--- config.mk ---
export PLATFORM = sky130hd
export DESIGN_NAME = removed_index_remap_table_flat
export DESIGN_NICKNAME = d
export VERILOG_FILES = /design/src/sv/rirt_pkg.sv /design/src/sv/rirt_in_if.sv /design/src/sv/rirt_out_if.sv /design/src/sv/rirt_ram.sv /design/src/sv/rirt_cmp_unit.sv /design/src/sv/removed_index_remap_table.sv /design/src/flat_wrapper.sv
export SDC_FILE = /design/constraint.sdc
export NUM_CORES = 2
export LEC_CHECK = 0
export ABC_AREA = 1
export BUFFER_PORTS_ARGS = -buffer_cell sky130_fd_sc_hd__buf_2
export CAP_MARGIN = 10
export CORE_ASPECT_RATIO = 2
export CORE_UTILIZATION = 30
export DETAILED_ROUTE_END_ITERATION = 8
export SYNTH_ARGS = -nofsm -noshare
export SYNTH_HDL_FRONTEND = slang
export SYNTH_SLANG_ARGS = --single-unit
--- constraint.sdc ---
create_clock -name clk -period 5.57 [get_ports clk]
set_input_delay 0.8355 -clock clk [delete_from_list [all_inputs] [get_ports clk]]
set_output_delay 0.8355 -clock clk [all_outputs]
set_load 0.02 [all_outputs]
--- src/sv/rirt_pkg.sv ---
// Package for the removed index remap table.
// Holds the request type codes shared by the channel interface and the top level.
package rirt_pkg;

  typedef enum logic {
    REQ_MAP   = 1'b0,
    REQ_CLEAR = 1'b1
  } req_type_t;

endpackage

--- src/sv/rirt_in_if.sv ---
// Request channel of the removed index remap table.
// Depends on rirt_pkg for the request type.
interface rirt_in_if #(
  parameter int INDEX_BITS = 16
);
  logic                   valid;
  logic                   ready;
  rirt_pkg::req_type_t    req_type;
  logic [INDEX_BITS-1:0]  current_index;
  logic                   last_in_batch;

  modport source (output valid, output req_type, output current_index,
                  output last_in_batch, input ready);
  modport sink   (input valid, input req_type, input current_index,
                  input last_in_batch, output ready);
endinterface

--- src/sv/rirt_out_if.sv ---
// Result channel of the removed index remap table.
// Stand-alone; carries the mapped index and the batch drop flag.
interface rirt_out_if #(
  parameter int INDEX_BITS = 16
);
  logic                   valid;
  logic                   ready;
  logic [INDEX_BITS-1:0]  original_index;
  logic                   batch_dropped;

  modport source (output valid, output original_index, output batch_dropped,
                  input ready);
  modport sink   (input valid, input original_index, input batch_dropped,
                  output ready);
endinterface

--- src/sv/rirt_ram.sv ---
// Simple dual-port memory: one write and one registered read per cycle.
// Used for the removed table and the pending batch buffer.
module rirt_ram #(
  parameter int DEPTH = 64,
  parameter int WIDTH = 16,
  parameter int AW    = 6
) (
  input  logic             clk,
  input  logic             we,
  input  logic [AW-1:0]    waddr,
  input  logic [WIDTH-1:0] wdata,
  input  logic [AW-1:0]    raddr,
  output logic [WIDTH-1:0] rdata
);

  logic [WIDTH-1:0] mem [DEPTH];

  always_ff @(posedge clk) begin
    if (we) begin
      mem[waddr] <= wdata;
    end
  end

  always_ff @(posedge clk) begin
    rdata <= mem[raddr];
  end

endmodule

--- src/sv/rirt_cmp_unit.sv ---
// Shared compare and saturating increment unit.
// Serves both the map walk and the sorted insertion shift loop.
module rirt_cmp_unit #(
  parameter int WIDTH = 16
) (
  input  logic [WIDTH-1:0] lhs,
  input  logic [WIDTH-1:0] rhs,
  output logic             gt,
  output logic [WIDTH-1:0] rhs_inc
);

  assign gt      = lhs > rhs;
  assign rhs_inc = (rhs == {WIDTH{1'b1}}) ? rhs : rhs + WIDTH'(1);

endmodule

--- src/sv/removed_index_remap_table.sv ---
// Top level of the removed index remap table: sequencer, counters and output register.
// Depends on rirt_pkg, rirt_in_if, rirt_out_if, rirt_ram and rirt_cmp_unit.
//
//   channel  dir  payload                                  handshake
//   req      in   req_type, current_index, last_in_batch   valid/ready
//   res      out  original_index, batch_dropped            valid/ready
//
// A clear item empties the table when it is accepted. A map item walks k table entries
// (k at most the table fill), one table memory read per cycle, then stores its result.
// After a recorded batch that is not dropped, each pending index is loaded, read, compared
// against c entries while shifting up (c at most one more than shifted) and then put.
// req.ready is high only between items.
// The result stays in an output register; a full register stalls the next result.
// Reset clears the state, counts, overflow flag and output valid; memories hold garbage until written.
module removed_index_remap_table #(
  parameter int TABLE_DEPTH = 64,
  parameter int INDEX_BITS  = 16,
  parameter int BATCH_DEPTH = 16
) (
  input  logic clk,
  input  logic rst,
  rirt_in_if.sink    req,
  rirt_out_if.source res
);
  import rirt_pkg::*;

  localparam int TA  = $clog2(TABLE_DEPTH);
  localparam int TCW = $clog2(TABLE_DEPTH + 1);
  localparam int PA  = (BATCH_DEPTH > 1) ? $clog2(BATCH_DEPTH) : 1;
  localparam int PCW = $clog2(BATCH_DEPTH + 1);
  localparam int SW  = ((TCW > PCW) ? TCW : PCW) + 1;

  localparam logic [2:0] S_IDLE     = 3'd0;
  localparam logic [2:0] S_MAP_CMP  = 3'd1;
  localparam logic [2:0] S_STORE    = 3'd2;
  localparam logic [2:0] S_INS_LOAD = 3'd3;
  localparam logic [2:0] S_INS_VAL  = 3'd4;
  localparam logic [2:0] S_INS_CMP  = 3'd5;
  localparam logic [2:0] S_INS_PUT  = 3'd6;

  logic [2:0]            state, state_next;
  logic [TCW-1:0]        table_count, table_count_next;
  logic [PCW-1:0]        pending_count, pending_count_next;
  logic                  pending_overflow, pending_overflow_next;
  logic [TA-1:0]         walk_ptr, walk_ptr_next;
  logic [INDEX_BITS-1:0] value, value_next;
  logic                  last, last_next;
  logic [PCW-1:0]        ins_i, ins_i_next;
  logic [TCW-1:0]        pos, pos_next;
  logic [INDEX_BITS-1:0] ins_v, ins_v_next;
  logic                  out_valid, out_valid_next;
  logic [INDEX_BITS-1:0] out_index, out_index_next;
  logic                  out_drop, out_drop_next;

  // Number of pending indices of the batch just ended, captured at its last item.
  logic [PCW-1:0]        pcount_new_at_end;

  logic                  tbl_we;
  logic [TA-1:0]         tbl_waddr, tbl_raddr;
  logic [INDEX_BITS-1:0] tbl_wdata, tbl_rdata;
  logic                  pnd_we;
  logic [INDEX_BITS-1:0] pnd_rdata;

  logic                  cmp_gt;
  logic [INDEX_BITS-1:0] cmp_rhs, cmp_inc;

  logic                  out_free;
  logic                  pnd_full;
  logic [PCW-1:0]        pcount_new;
  logic                  ovf_new;
  logic                  drop;
  logic [TCW-1:0]        pos_dec;

  rirt_ram #(
    .DEPTH (TABLE_DEPTH),
    .WIDTH (INDEX_BITS),
    .AW    (TA)
  ) u_table (
    .clk   (clk),
    .we    (tbl_we),
    .waddr (tbl_waddr),
    .wdata (tbl_wdata),
    .raddr (tbl_raddr),
    .rdata (tbl_rdata)
  );

  rirt_ram #(
    .DEPTH (BATCH_DEPTH),
    .WIDTH (INDEX_BITS),
    .AW    (PA)
  ) u_pending (
    .clk   (clk),
    .we    (pnd_we),
    .waddr (pending_count[PA-1:0]),
    .wdata (value),
    .raddr (ins_i[PA-1:0]),
    .rdata (pnd_rdata)
  );

  rirt_cmp_unit #(
    .WIDTH (INDEX_BITS)
  ) u_cmp (
    .lhs     (tbl_rdata),
    .rhs     (cmp_rhs),
    .gt      (cmp_gt),
    .rhs_inc (cmp_inc)
  );

  assign cmp_rhs   = (state == S_INS_CMP) ? ins_v : value;
  assign out_free  = !out_valid || res.ready;
  assign pnd_full  = pending_count >= PCW'(BATCH_DEPTH);
  assign pcount_new = pnd_full ? pending_count : pending_count + PCW'(1);
  assign ovf_new   = pending_overflow || pnd_full;
  assign drop      = ovf_new ||
                     (SW'(table_count) + SW'(pcount_new) > SW'(TABLE_DEPTH));
  assign pos_dec   = pos - TCW'(1);
  assign req.ready = (state == S_IDLE);

  assign tbl_waddr = pos[TA-1:0];
  assign tbl_wdata = (state == S_INS_PUT) ? ins_v : tbl_rdata;
  assign pnd_we    = (state == S_STORE) && out_free && !pnd_full;

  assign res.valid          = out_valid;
  assign res.original_index = out_index;
  assign res.batch_dropped  = out_drop;

  always_comb begin
    state_next            = state;
    table_count_next      = table_count;
    pending_count_next    = pending_count;
    pending_overflow_next = pending_overflow;
    walk_ptr_next         = walk_ptr;
    value_next            = value;
    last_next             = last;
    ins_i_next            = ins_i;
    pos_next              = pos;
    ins_v_next            = ins_v;
    out_valid_next        = out_valid && !res.ready;
    out_index_next        = out_index;
    out_drop_next         = out_drop;
    tbl_we                = 1'b0;
    tbl_raddr             = '0;

    unique case (state)
      S_IDLE: begin
        if (req.valid) begin
          if (req.req_type == REQ_CLEAR) begin
            table_count_next      = '0;
            pending_count_next    = '0;
            pending_overflow_next = 1'b0;
          end else begin
            value_next    = req.current_index;
            last_next     = req.last_in_batch;
            walk_ptr_next = '0;
            state_next    = (table_count == '0) ? S_STORE : S_MAP_CMP;
          end
        end
      end
      S_MAP_CMP: begin
        // The walk stops at the first entry above the running value.
        if (cmp_gt) begin
          state_next = S_STORE;
        end else begin
          value_next = cmp_inc;
          if (TCW'(walk_ptr) + TCW'(1) < table_count) begin
            walk_ptr_next = walk_ptr + TA'(1);
            tbl_raddr     = walk_ptr + TA'(1);
          end else begin
            state_next = S_STORE;
          end
        end
      end
      S_STORE: begin
        if (out_free) begin
          out_valid_next        = 1'b1;
          out_index_next        = value;
          out_drop_next         = last && drop;
          pending_count_next    = pcount_new;
          pending_overflow_next = ovf_new;
          state_next            = S_IDLE;
          if (last) begin
            pending_count_next    = '0;
            pending_overflow_next = 1'b0;
            ins_i_next            = '0;
            if (!drop) begin
              state_next = S_INS_LOAD;
            end
          end
        end
      end
      S_INS_LOAD: begin
        state_next = S_INS_VAL;
      end
      S_INS_VAL: begin
        ins_v_next = pnd_rdata;
        pos_next   = table_count;
        tbl_raddr  = pos_dec[TA-1:0];
        if (table_count == '0) begin
          state_next = S_INS_PUT;
        end else begin
          tbl_raddr  = TA'(table_count - TCW'(1));
          state_next = S_INS_CMP;
        end
      end
      S_INS_CMP: begin
        // Entries above the new value move up one slot; equal ones stay below it.
        if (cmp_gt) begin
          tbl_we    = 1'b1;
          pos_next  = pos_dec;
          tbl_raddr = TA'(pos_dec - TCW'(1));
          if (pos_dec == '0) begin
            state_next = S_INS_PUT;
          end
        end else begin
          state_next = S_INS_PUT;
        end
      end
      S_INS_PUT: begin
        tbl_we           = 1'b1;
        table_count_next = table_count + TCW'(1);
        ins_i_next       = ins_i + PCW'(1);
        if (ins_i + PCW'(1) < pcount_new_at_end) begin
          state_next = S_INS_LOAD;
        end else begin
          state_next = S_IDLE;
        end
      end
      default: begin
        state_next = S_IDLE;
      end
    endcase
  end

  always_ff @(posedge clk) begin
    if (state == S_STORE && out_free && last) begin
      pcount_new_at_end <= pcount_new;
    end
  end

  always_ff @(posedge clk) begin
    if (rst) begin
      state            <= S_IDLE;
      table_count      <= '0;
      pending_count    <= '0;
      pending_overflow <= 1'b0;
      out_valid        <= 1'b0;
    end else begin
      state            <= state_next;
      table_count      <= table_count_next;
      pending_count    <= pending_count_next;
      pending_overflow <= pending_overflow_next;
      out_valid        <= out_valid_next;
    end
  end

  always_ff @(posedge clk) begin
    walk_ptr  <= walk_ptr_next;
    value     <= value_next;
    last      <= last_next;
    ins_i     <= ins_i_next;
    pos       <= pos_next;
    ins_v     <= ins_v_next;
    out_index <= out_index_next;
    out_drop  <= out_drop_next;
  end

  a_table_bound: assert property (@(posedge clk) disable iff (rst)
    table_count <= TCW'(TABLE_DEPTH))
    else $error("table count exceeds table depth");

  a_pending_bound: assert property (@(posedge clk) disable iff (rst)
    pending_count <= PCW'(BATCH_DEPTH))
    else $error("pending count exceeds batch depth");

  a_shift_pos: assert property (@(posedge clk) disable iff (rst)
    (state == S_INS_CMP) |-> (pos != '0))
    else $error("insertion shift below the first slot");

  a_clear: assert property (@(posedge clk) disable iff (rst)
    (req.valid && req.ready && req.req_type == REQ_CLEAR) |=>
      (table_count == '0 && pending_count == '0 && !pending_overflow))
    else $error("clear did not empty the table");

  a_result_src: assert property (@(posedge clk) disable iff (rst)
    $rose(out_valid) |-> ($past(state) == S_STORE))
    else $error("result raised outside the store step");

endmodule
--- src/flat_wrapper.sv ---
// flat-port wrapper written by rule: the top's interface ports become plain ports
module removed_index_remap_table_flat import rirt_pkg::*;
#(
  parameter int TABLE_DEPTH = 64,
  parameter int INDEX_BITS  = 16,
  parameter int BATCH_DEPTH = 16
)
  (clk, rst, req_valid, req_req_type, req_current_index, req_last_in_batch, req_ready, res_valid, res_original_index, res_batch_dropped, res_ready);
  rirt_in_if #(.INDEX_BITS(INDEX_BITS)) req_i ();
  rirt_out_if #(.INDEX_BITS(INDEX_BITS)) res_i ();
  input  logic clk;
  input  logic rst;
  input wire logic [$bits(req_i.valid)-1:0] req_valid;
  input wire logic [$bits(req_i.req_type)-1:0] req_req_type;
  input wire logic [$bits(req_i.current_index)-1:0] req_current_index;
  input wire logic [$bits(req_i.last_in_batch)-1:0] req_last_in_batch;
  output wire logic [$bits(req_i.ready)-1:0] req_ready;
  output wire logic [$bits(res_i.valid)-1:0] res_valid;
  output wire logic [$bits(res_i.original_index)-1:0] res_original_index;
  output wire logic [$bits(res_i.batch_dropped)-1:0] res_batch_dropped;
  input wire logic [$bits(res_i.ready)-1:0] res_ready;
  assign req_i.valid = req_valid;
  assign req_i.req_type = req_req_type;
  assign req_i.current_index = req_current_index;
  assign req_i.last_in_batch = req_last_in_batch;
  assign req_ready = req_i.ready;
  assign res_valid = res_i.valid;
  assign res_original_index = res_i.original_index;
  assign res_batch_dropped = res_i.batch_dropped;
  assign res_i.ready = res_ready;
  removed_index_remap_table #(.TABLE_DEPTH(TABLE_DEPTH), .INDEX_BITS(INDEX_BITS), .BATCH_DEPTH(BATCH_DEPTH)) u_core (.clk(clk), .rst(rst), .req(req_i), .res(res_i));
endmodule
# After elaboration in Yosys (flattened, before gate mapping)
# Memory sizes are Yosys's and may differ from the RTL's. A register that Yosys moved wholly into a read port is not among the register bits.
# Index checks and enable logic that the tools add are counted.
op_classes:
  addsub: 10
  eq_ne: 17
  n_bitwise: 1
  magnitude_cmp: 5
  n_mux: 57
  reduce_logical: 28
op_table:
  columns: ["cell", "count"]
  rows:
  - ["16-bit 2-to-1 mux", 6]
  - ["6-bit 2-to-1 mux", 8]
  - ["5-bit 2-to-1 mux", 7]
  - ["16-bit one-hot mux with 2 select lines", 1]
  - ["7-bit one-hot mux with 2 select lines", 2]
  - ["3-bit 2-to-1 mux", 8]
  - ["7-bit 2-to-1 mux", 3]
  - ["3-bit one-hot mux with 7 select lines", 1]
  - ["5-bit one-hot mux with 2 select lines", 2]
  - ["6-bit one-hot mux with 3 select lines", 1]
  - ["16-bit by 1-bit adder with 16-bit output (second input constant)", 1]
  - ["16-bit == test (second input constant)", 1]
  - ["16-bit > comparator", 1]
  - ["7-bit zero test", 2]
  - ["6-bit one-hot mux with 2 select lines", 1]
  - ["6-bit by 1-bit subtractor with 6-bit output (second input constant)", 2]
  - ["1-bit 2-to-1 mux", 11]
  - ["5-bit by 1-bit adder with 5-bit output (second input constant)", 2]
  - ["5-bit AND reduction", 2]
  - ["2-bit nonzero test", 5]
  - ["3-bit == test (second input constant)", 3]
  - ["3-bit AND reduction", 3]
  - ["7-bit by 5-bit adder with 8-bit output", 1]
  - ["8-bit by 7-bit > comparator with 1-bit output (second input constant)", 1]
  - ["22 further kinds", 43]
totals:
  input_bits: 22
  reg_bits: 90
  mem_bits_rw: 1280
  n_memories: 2
memory_table:
  columns: ["memory", "words", "word_bits", "read_ports", "rd_ports_with_merged_regs", "write_ports", "line_no", "text"]
  rows:
  - ["u_core.u_table.mem", 64, 16, 1, 1, 1, "rirt_ram.sv:16", "logic [WIDTH-1:0] mem [DEPTH];"]
  - ["u_core.u_pending.mem", 16, 16, 1, 1, 1, "rirt_ram.sv:16", null]

# Logic depth before layout (Yosys ltp)
depth:
  ltp_word: 9
  depth_mapped: 29
  ltp_nobuf: 26

# By module
# Synthesis repeated with hierarchy kept, for this count alone.
unflattened:
  hier_cells: 5329
  area_unflattened_um2: 59369.4
modules_own_cells:
  columns: ["mod", "instances", "cells_per_inst", "area_each_um2"]
  rows:
  - ["rirt_ram at u_core.u_table", 1, 3517, 42099.1]
  - ["rirt_ram at u_core.u_pending", 1, 1074, 11380.9]
  - ["removed_index_remap_table", 1, 590, 5064.9]
  - ["rirt_cmp_unit", 1, 148, 824.5]

# Worst setup path before layout
# OpenSTA, ideal clock, no wires.
synth_path:
  path_kind: "register to register"
  start: "register u_core.state[0]"
  end: "memory u_core.u_table.mem[0][3], data pin"
  path_buffers: 2
  setup_ns: 0.702
  stages_incl_launch_ff: 8
  path_slack_ns: 0.920
  t_arrival_ns: 3.948
  synth_period_minus_slack_ns: 4.650
  required_time_ns: 4.868
  cell_sequence: "dfxtp_1 buf_4 nor2_1 inv_1 nor2_1 clkinv_1 clkbuf_1 o21ai_0"
synth_between:
  elab_chain_cells: 2
synth_lines:
  columns: ["element", "line_no", "text"]
  rows:
  - ["from (decl)", "removed_index_remap_table.sv:41", "logic [2:0] state, state_next;"]
  - ["from (signal assigned)", "removed_index_remap_table.sv:248", "state <= state_next;"]
  - ["3-bit == test", "removed_index_remap_table.sv:120", "assign tbl_wdata = (state == S_INS_PUT) ? ins_v : tbl_rdata;"]
  - ["16-bit 2-to-1 mux", "removed_index_remap_table.sv:120", null]
  - ["net u_core.tbl_wdata[3]", "removed_index_remap_table.sv:60", "logic [INDEX_BITS-1:0] tbl_wdata, tbl_rdata;"]
  - ["to (decl)", "rirt_ram.sv:16", null]
# The timed path passes the listed nets, and every way through them passes these cells.

# Worst setup path in the final report
layout_path:
  start: "register u_core.state[2]"
  end: "register u_core.u_table.rdata[9] (read register of u_core.u_table.mem)"
layout_between:
  elab_chain_cells: 5
  elab_cells_between_ends: 8
layout_lines:
  columns: ["element", "line_no", "text"]
  rows:
  - ["3-bit == test", "removed_index_remap_table.sv:109, removed_index_remap_table.sv:144", null]
  - ["16-bit 2-to-1 mux", "removed_index_remap_table.sv:109", "assign cmp_rhs = (state == S_INS_CMP) ? ins_v : value;"]
  - ["16-bit > comparator", "rirt_cmp_unit.sv:12", "assign gt = lhs > rhs;"]
  - ["6-bit 2-to-1 mux, on equally long branches", "removed_index_remap_table.sv:207, removed_index_remap_table.sv:161", null]
  - ["6-bit one-hot mux with 3 select lines (*)", "removed_index_remap_table.sv:144", "unique case (state)"]
  - ["to (decl)", "rirt_ram.sv:13", "output logic [WIDTH-1:0] rdata"]
# Mark *: on every way between the ends. The rest lies on a longest branch, timed or not.
# A chain may end at the register's enable or synchronous reset.

==> key figures <==
Detailed routing
  – Number of DRC markers in iteration 0: 3759
  – Detailed-route wire length: 200000 um
  – Avg Vias per Cell: 4.99
  – Antenna viol nets, final: 0
  – DRC errors left: 0
  – Routed WL per cell: 24.1 um
  – Drt pass-1 iters: 6
  – Vias post-DR: 41323

Power
  – Pwr Density: 349 nW/um^2
  – VDD IR-drop max: 275 uV
  – LEAKAGE: 25.7 nW
  – Total power: 0.0241 W

Critical path
  – CP max stage cell: dfxtp_1
  – Crit end category: flip-flop
  – Worst-case reg-to-reg path depth: 23
  – Arrival time of the worst setup path: 5.87 ns
  – Critical path startpoint category: flip-flop
  – Path type of the worst setup path: flip-flop to flip-flop
  – Reg2reg end: u_core.u_table.rdata[9]$_DFF_P_
  – Most used cell along the critical path: nand3_1
  – Slowest stage delay, CP: 0.53 ns
  – WP data required: 6.18 ns
  – R2R setup slack: 0.31 ns
  – Worst r2r src: u_core.state[2]$_SDFFE_PP0P_
  – Worst-path cell chain: nand3_4 > inv_1 > or2_2 > o21ai_0 > ha_1 > nand2_1 > inv_1 > nand3_1 > a31o_2 > o211a_1 > nand2_2 > nand2_2 > nand3b_4 > buf_12 > buf_4 > buf_4 > nand3b_1 > nand3_1 > nand3_1 > nand3_1 > nand3_1 > nand3_1 > nand2_1
  – Max Fanout on Critical Path: 49

Die
  – Starting Density: 0.301
  – Row cnt: 234
  – Die area: 206000 sq um
  – DIE WIDTH: 321 um
  – Ports: 41
  – Die Y: 640 um
  – Core area: 203000 sq um

Logic synthesis
  – Syn_nets: 5500
  – Cell count after synthesis: 5438
  – Synth top area share: 0.665
  – Post-synth EDFFs: 1353
  – Synth async-reset ratio: 0
  – Top-count cell post-synth: edfxtp_1
  – Synth Register Bits: 1402
  – Top post-synthesis cells by area: edfxtp_1, nand3_1, nand2_1
  – Unique masters post-synth: 51
  – Most common library cells after synthesis: edfxtp_1, nand3_1, nand2_1
  – Synthesized area: 61100 sq um
  – Cell taking the most area after synthesis: edfxtp_1
  – Sequential-to-total area share from yosys stat: 0.681
  – Primary FF master, synth: edfxtp_1
  – Avg Inst Size Synth: 11.2 sq um
  – Synth warnings: 0

CTS
  – H-Tree Depth: 3
  – Worst-path clk slew: 0.08 ns
  – Post-CTS Hold Fix Bufs: 0
  – Clock sinks: 1402
  – TritonCTS clock tree: built
  – CTS Buf Count: 114
  – Clk Latency, worst-skew pair: 0.78 ns
  – CTS Buffer Depth: 3
  – Post-CTS setup buffers: 0
  – Root buf cell: clkbuf_16

Finish
  – Share of cells above drive strength 1: 0.0882
  – Post-route cell area: 69100 sq um
  – Area occupied by multi-input gates: 15800 sq um
  – Final Core Density: 0.341
  – NumNets Final: 5530
  – Syn-to-layout area delta: 13.1%
  – Register area: 41600 sq um
  – Fillcell total: 19898

Global routing
  – Total GRT Usage: 0.191
  – Largest net degree at the start of global routing: 157
  – Overflow after GRT: 0
  – First-pass GRT wire length: 286000 um
  – Vias in the first global route: 41179
  – Initial antenna violation count: 5

Placement
  – PortBufs: 40
  – Post-DP HPWL: 129000 um
  – Routability Congestion: 0.932
  – Area after DPL: 65200 sq um

Timing
  – Worst-Margin Slew: 1.30 ns
  – Worst slew margin: 0.128
  – Peak Freq: 190 MHz
  – Final worst-path cycle share: 0.944
  – Setup Viol. Count Final: 0
  – Final Hold Vio Count: 0
  – Clock Skew: 0.110 ns
  – Max Slew Vio Count: 0
  – RSZ-0062 raised after global routing: false
  – Fin crit period: 5.26 ns
  – Setup TNS: 0 ns

Run status
  – Outcome: finished clean

Hold path
  – Worst min-delay path category: input pin to flip-flop
  – Hold path startpoint: req_last_in_batch
  – Hold worst-path end: u_core.last$_DFFE_PP_
  – Cells on Worst Hold Path: 1

Run
  – # Max-Cap Violations: 0
==> logic make-up (layout without fill, tap and decap cells) <==
group / count (synthesis) / in the layout / synth area share
adders and majority gates: 40 / 40 / 0.00831
DFF: 1402 / 1402 / 0.681
and+or+nand+nor: 2651 / 2651 / 0.203
buffers and inverters: 939 / 1069 / 0.0638
AOI/OAI and AO/OA: 312 / 312 / 0.0294
xor gates and xnor gates: 23 / 23 / 0.00330
other: 0 / 5 / 0
muxes: 71 / 71 / 0.0116
==> per-stage QoR <==
stage | cells | hold WS (ns) | setup WS, ns
6_report | 8287 | 0.346 | 0.313
5_1_grt | 8283 | 0.304 | 0.0112
4_1_cts | 8281 | 0.294 | 0.138
3_5_place_dp | 8065 | 0.391 | 0.162
3_3_place_gp | 8065 | 0.393 | 0.146
2_1_floorplan | 5438 | 0.386 | 0.920
==> cell usage in the layout (no fill, tap or decap), types with 49 or more instances in the layout <==
master     Yosys  routed
dfxtp_1       49      49
buf_4         14     179
clkbuf_16      0     114
mux2i_1       71      71
o21ai_0      119     112
nand3b_1     229     229
o211ai_1      67      67
edfxtp_1    1353    1353
inv_1        592     591
a21oi_1       98      97
nor2_1       151     136
nand2_1     1081    1071
nand3_1     1136    1133
==> registers in the layout (all words and copies together) (netlist names), 6 cells and up <==
register and cells:
u_core.u_table.rdata 16, u_core.u_pending.mem 256, u_core.res.original_index 16, u_core.walk_ptr 6, u_core.pos 7, u_core.u_pending.rdata 16
u_core.ins_v 16, u_core.table_count 7, u_core.u_table.mem 1024, u_core.value 16
==> power breakdown <==
group,leakage [nW],internal [W],switching (W)
registers,12.6,0.0123,0.000180
logic,11.2,0.000643,0.00240
clock network,1.89,0.00457,0.00402
total,25.7,0.0175,0.00660
==> worst max-delay path: cells and delay by family (launching register included) <==
kind	cells	cell delay [ns]
AOI/OAI and AO/OA	3	0.52
and+or+nand+nor	14	2.45
buffers and inverters	5	1.17
adders and majority gates	1	0.33
DFF	1	0.53
==> per-layer routing <==
metal  GRT usage  wire, um  vias to the layer above
li1            -         -                    18889
met1       0.184     63900                    20324
met2       0.350    105000                     1576
met3      0.0222      9670                      528
met4       0.180     21600                        6
met5           0        29                        -
==> what timing repair did <==
item | CTS | global route
hold endpoints to repair | 0 | 0
endpoints found under the setup margin | 0 | 7
resized for setup | 0 | 4
==> layout make-up <==
| class | count | share of cell area |
|---|---|---|
| repair buffers | 246 | 0.0302 |
| multi-input cells | 3097 | 0.228 |
| clock inverters | 86 | 0.0143 |
| inverters | 606 | 0.0332 |
| diodes | 5 | 0.000181 |
| repair inverters | 1 | 0.000109 |
| well taps | 2714 | 0.0491 |
| flip-flops and latches | 1402 | 0.602 |
| clock buffers | 130 | 0.0423 |
==> worst max path at each step <==
stage                            startpoint                                  to  slack, ns
2_1_floorplan  u_core.state[0]$_SDFFE_PP0P_  u_core.u_table.mem[0][3]$_DFFE_PP_       0.92
3_3_place_gp   u_core.state[2]$_SDFFE_PP0P_    u_core.u_table.rdata[10]$_DFF_P_       0.15
3_5_place_dp   u_core.state[2]$_SDFFE_PP0P_    u_core.u_table.rdata[10]$_DFF_P_       0.16
4_1_cts        u_core.state[2]$_SDFFE_PP0P_    u_core.u_table.rdata[10]$_DFF_P_       0.14
5_1_grt        u_core.state[2]$_SDFFE_PP0P_     u_core.u_table.rdata[9]$_DFF_P_       0.01
6_report       u_core.state[2]$_SDFFE_PP0P_     u_core.u_table.rdata[9]$_DFF_P_       0.31
Note: power is estimated with default switching activity, not from simulation.
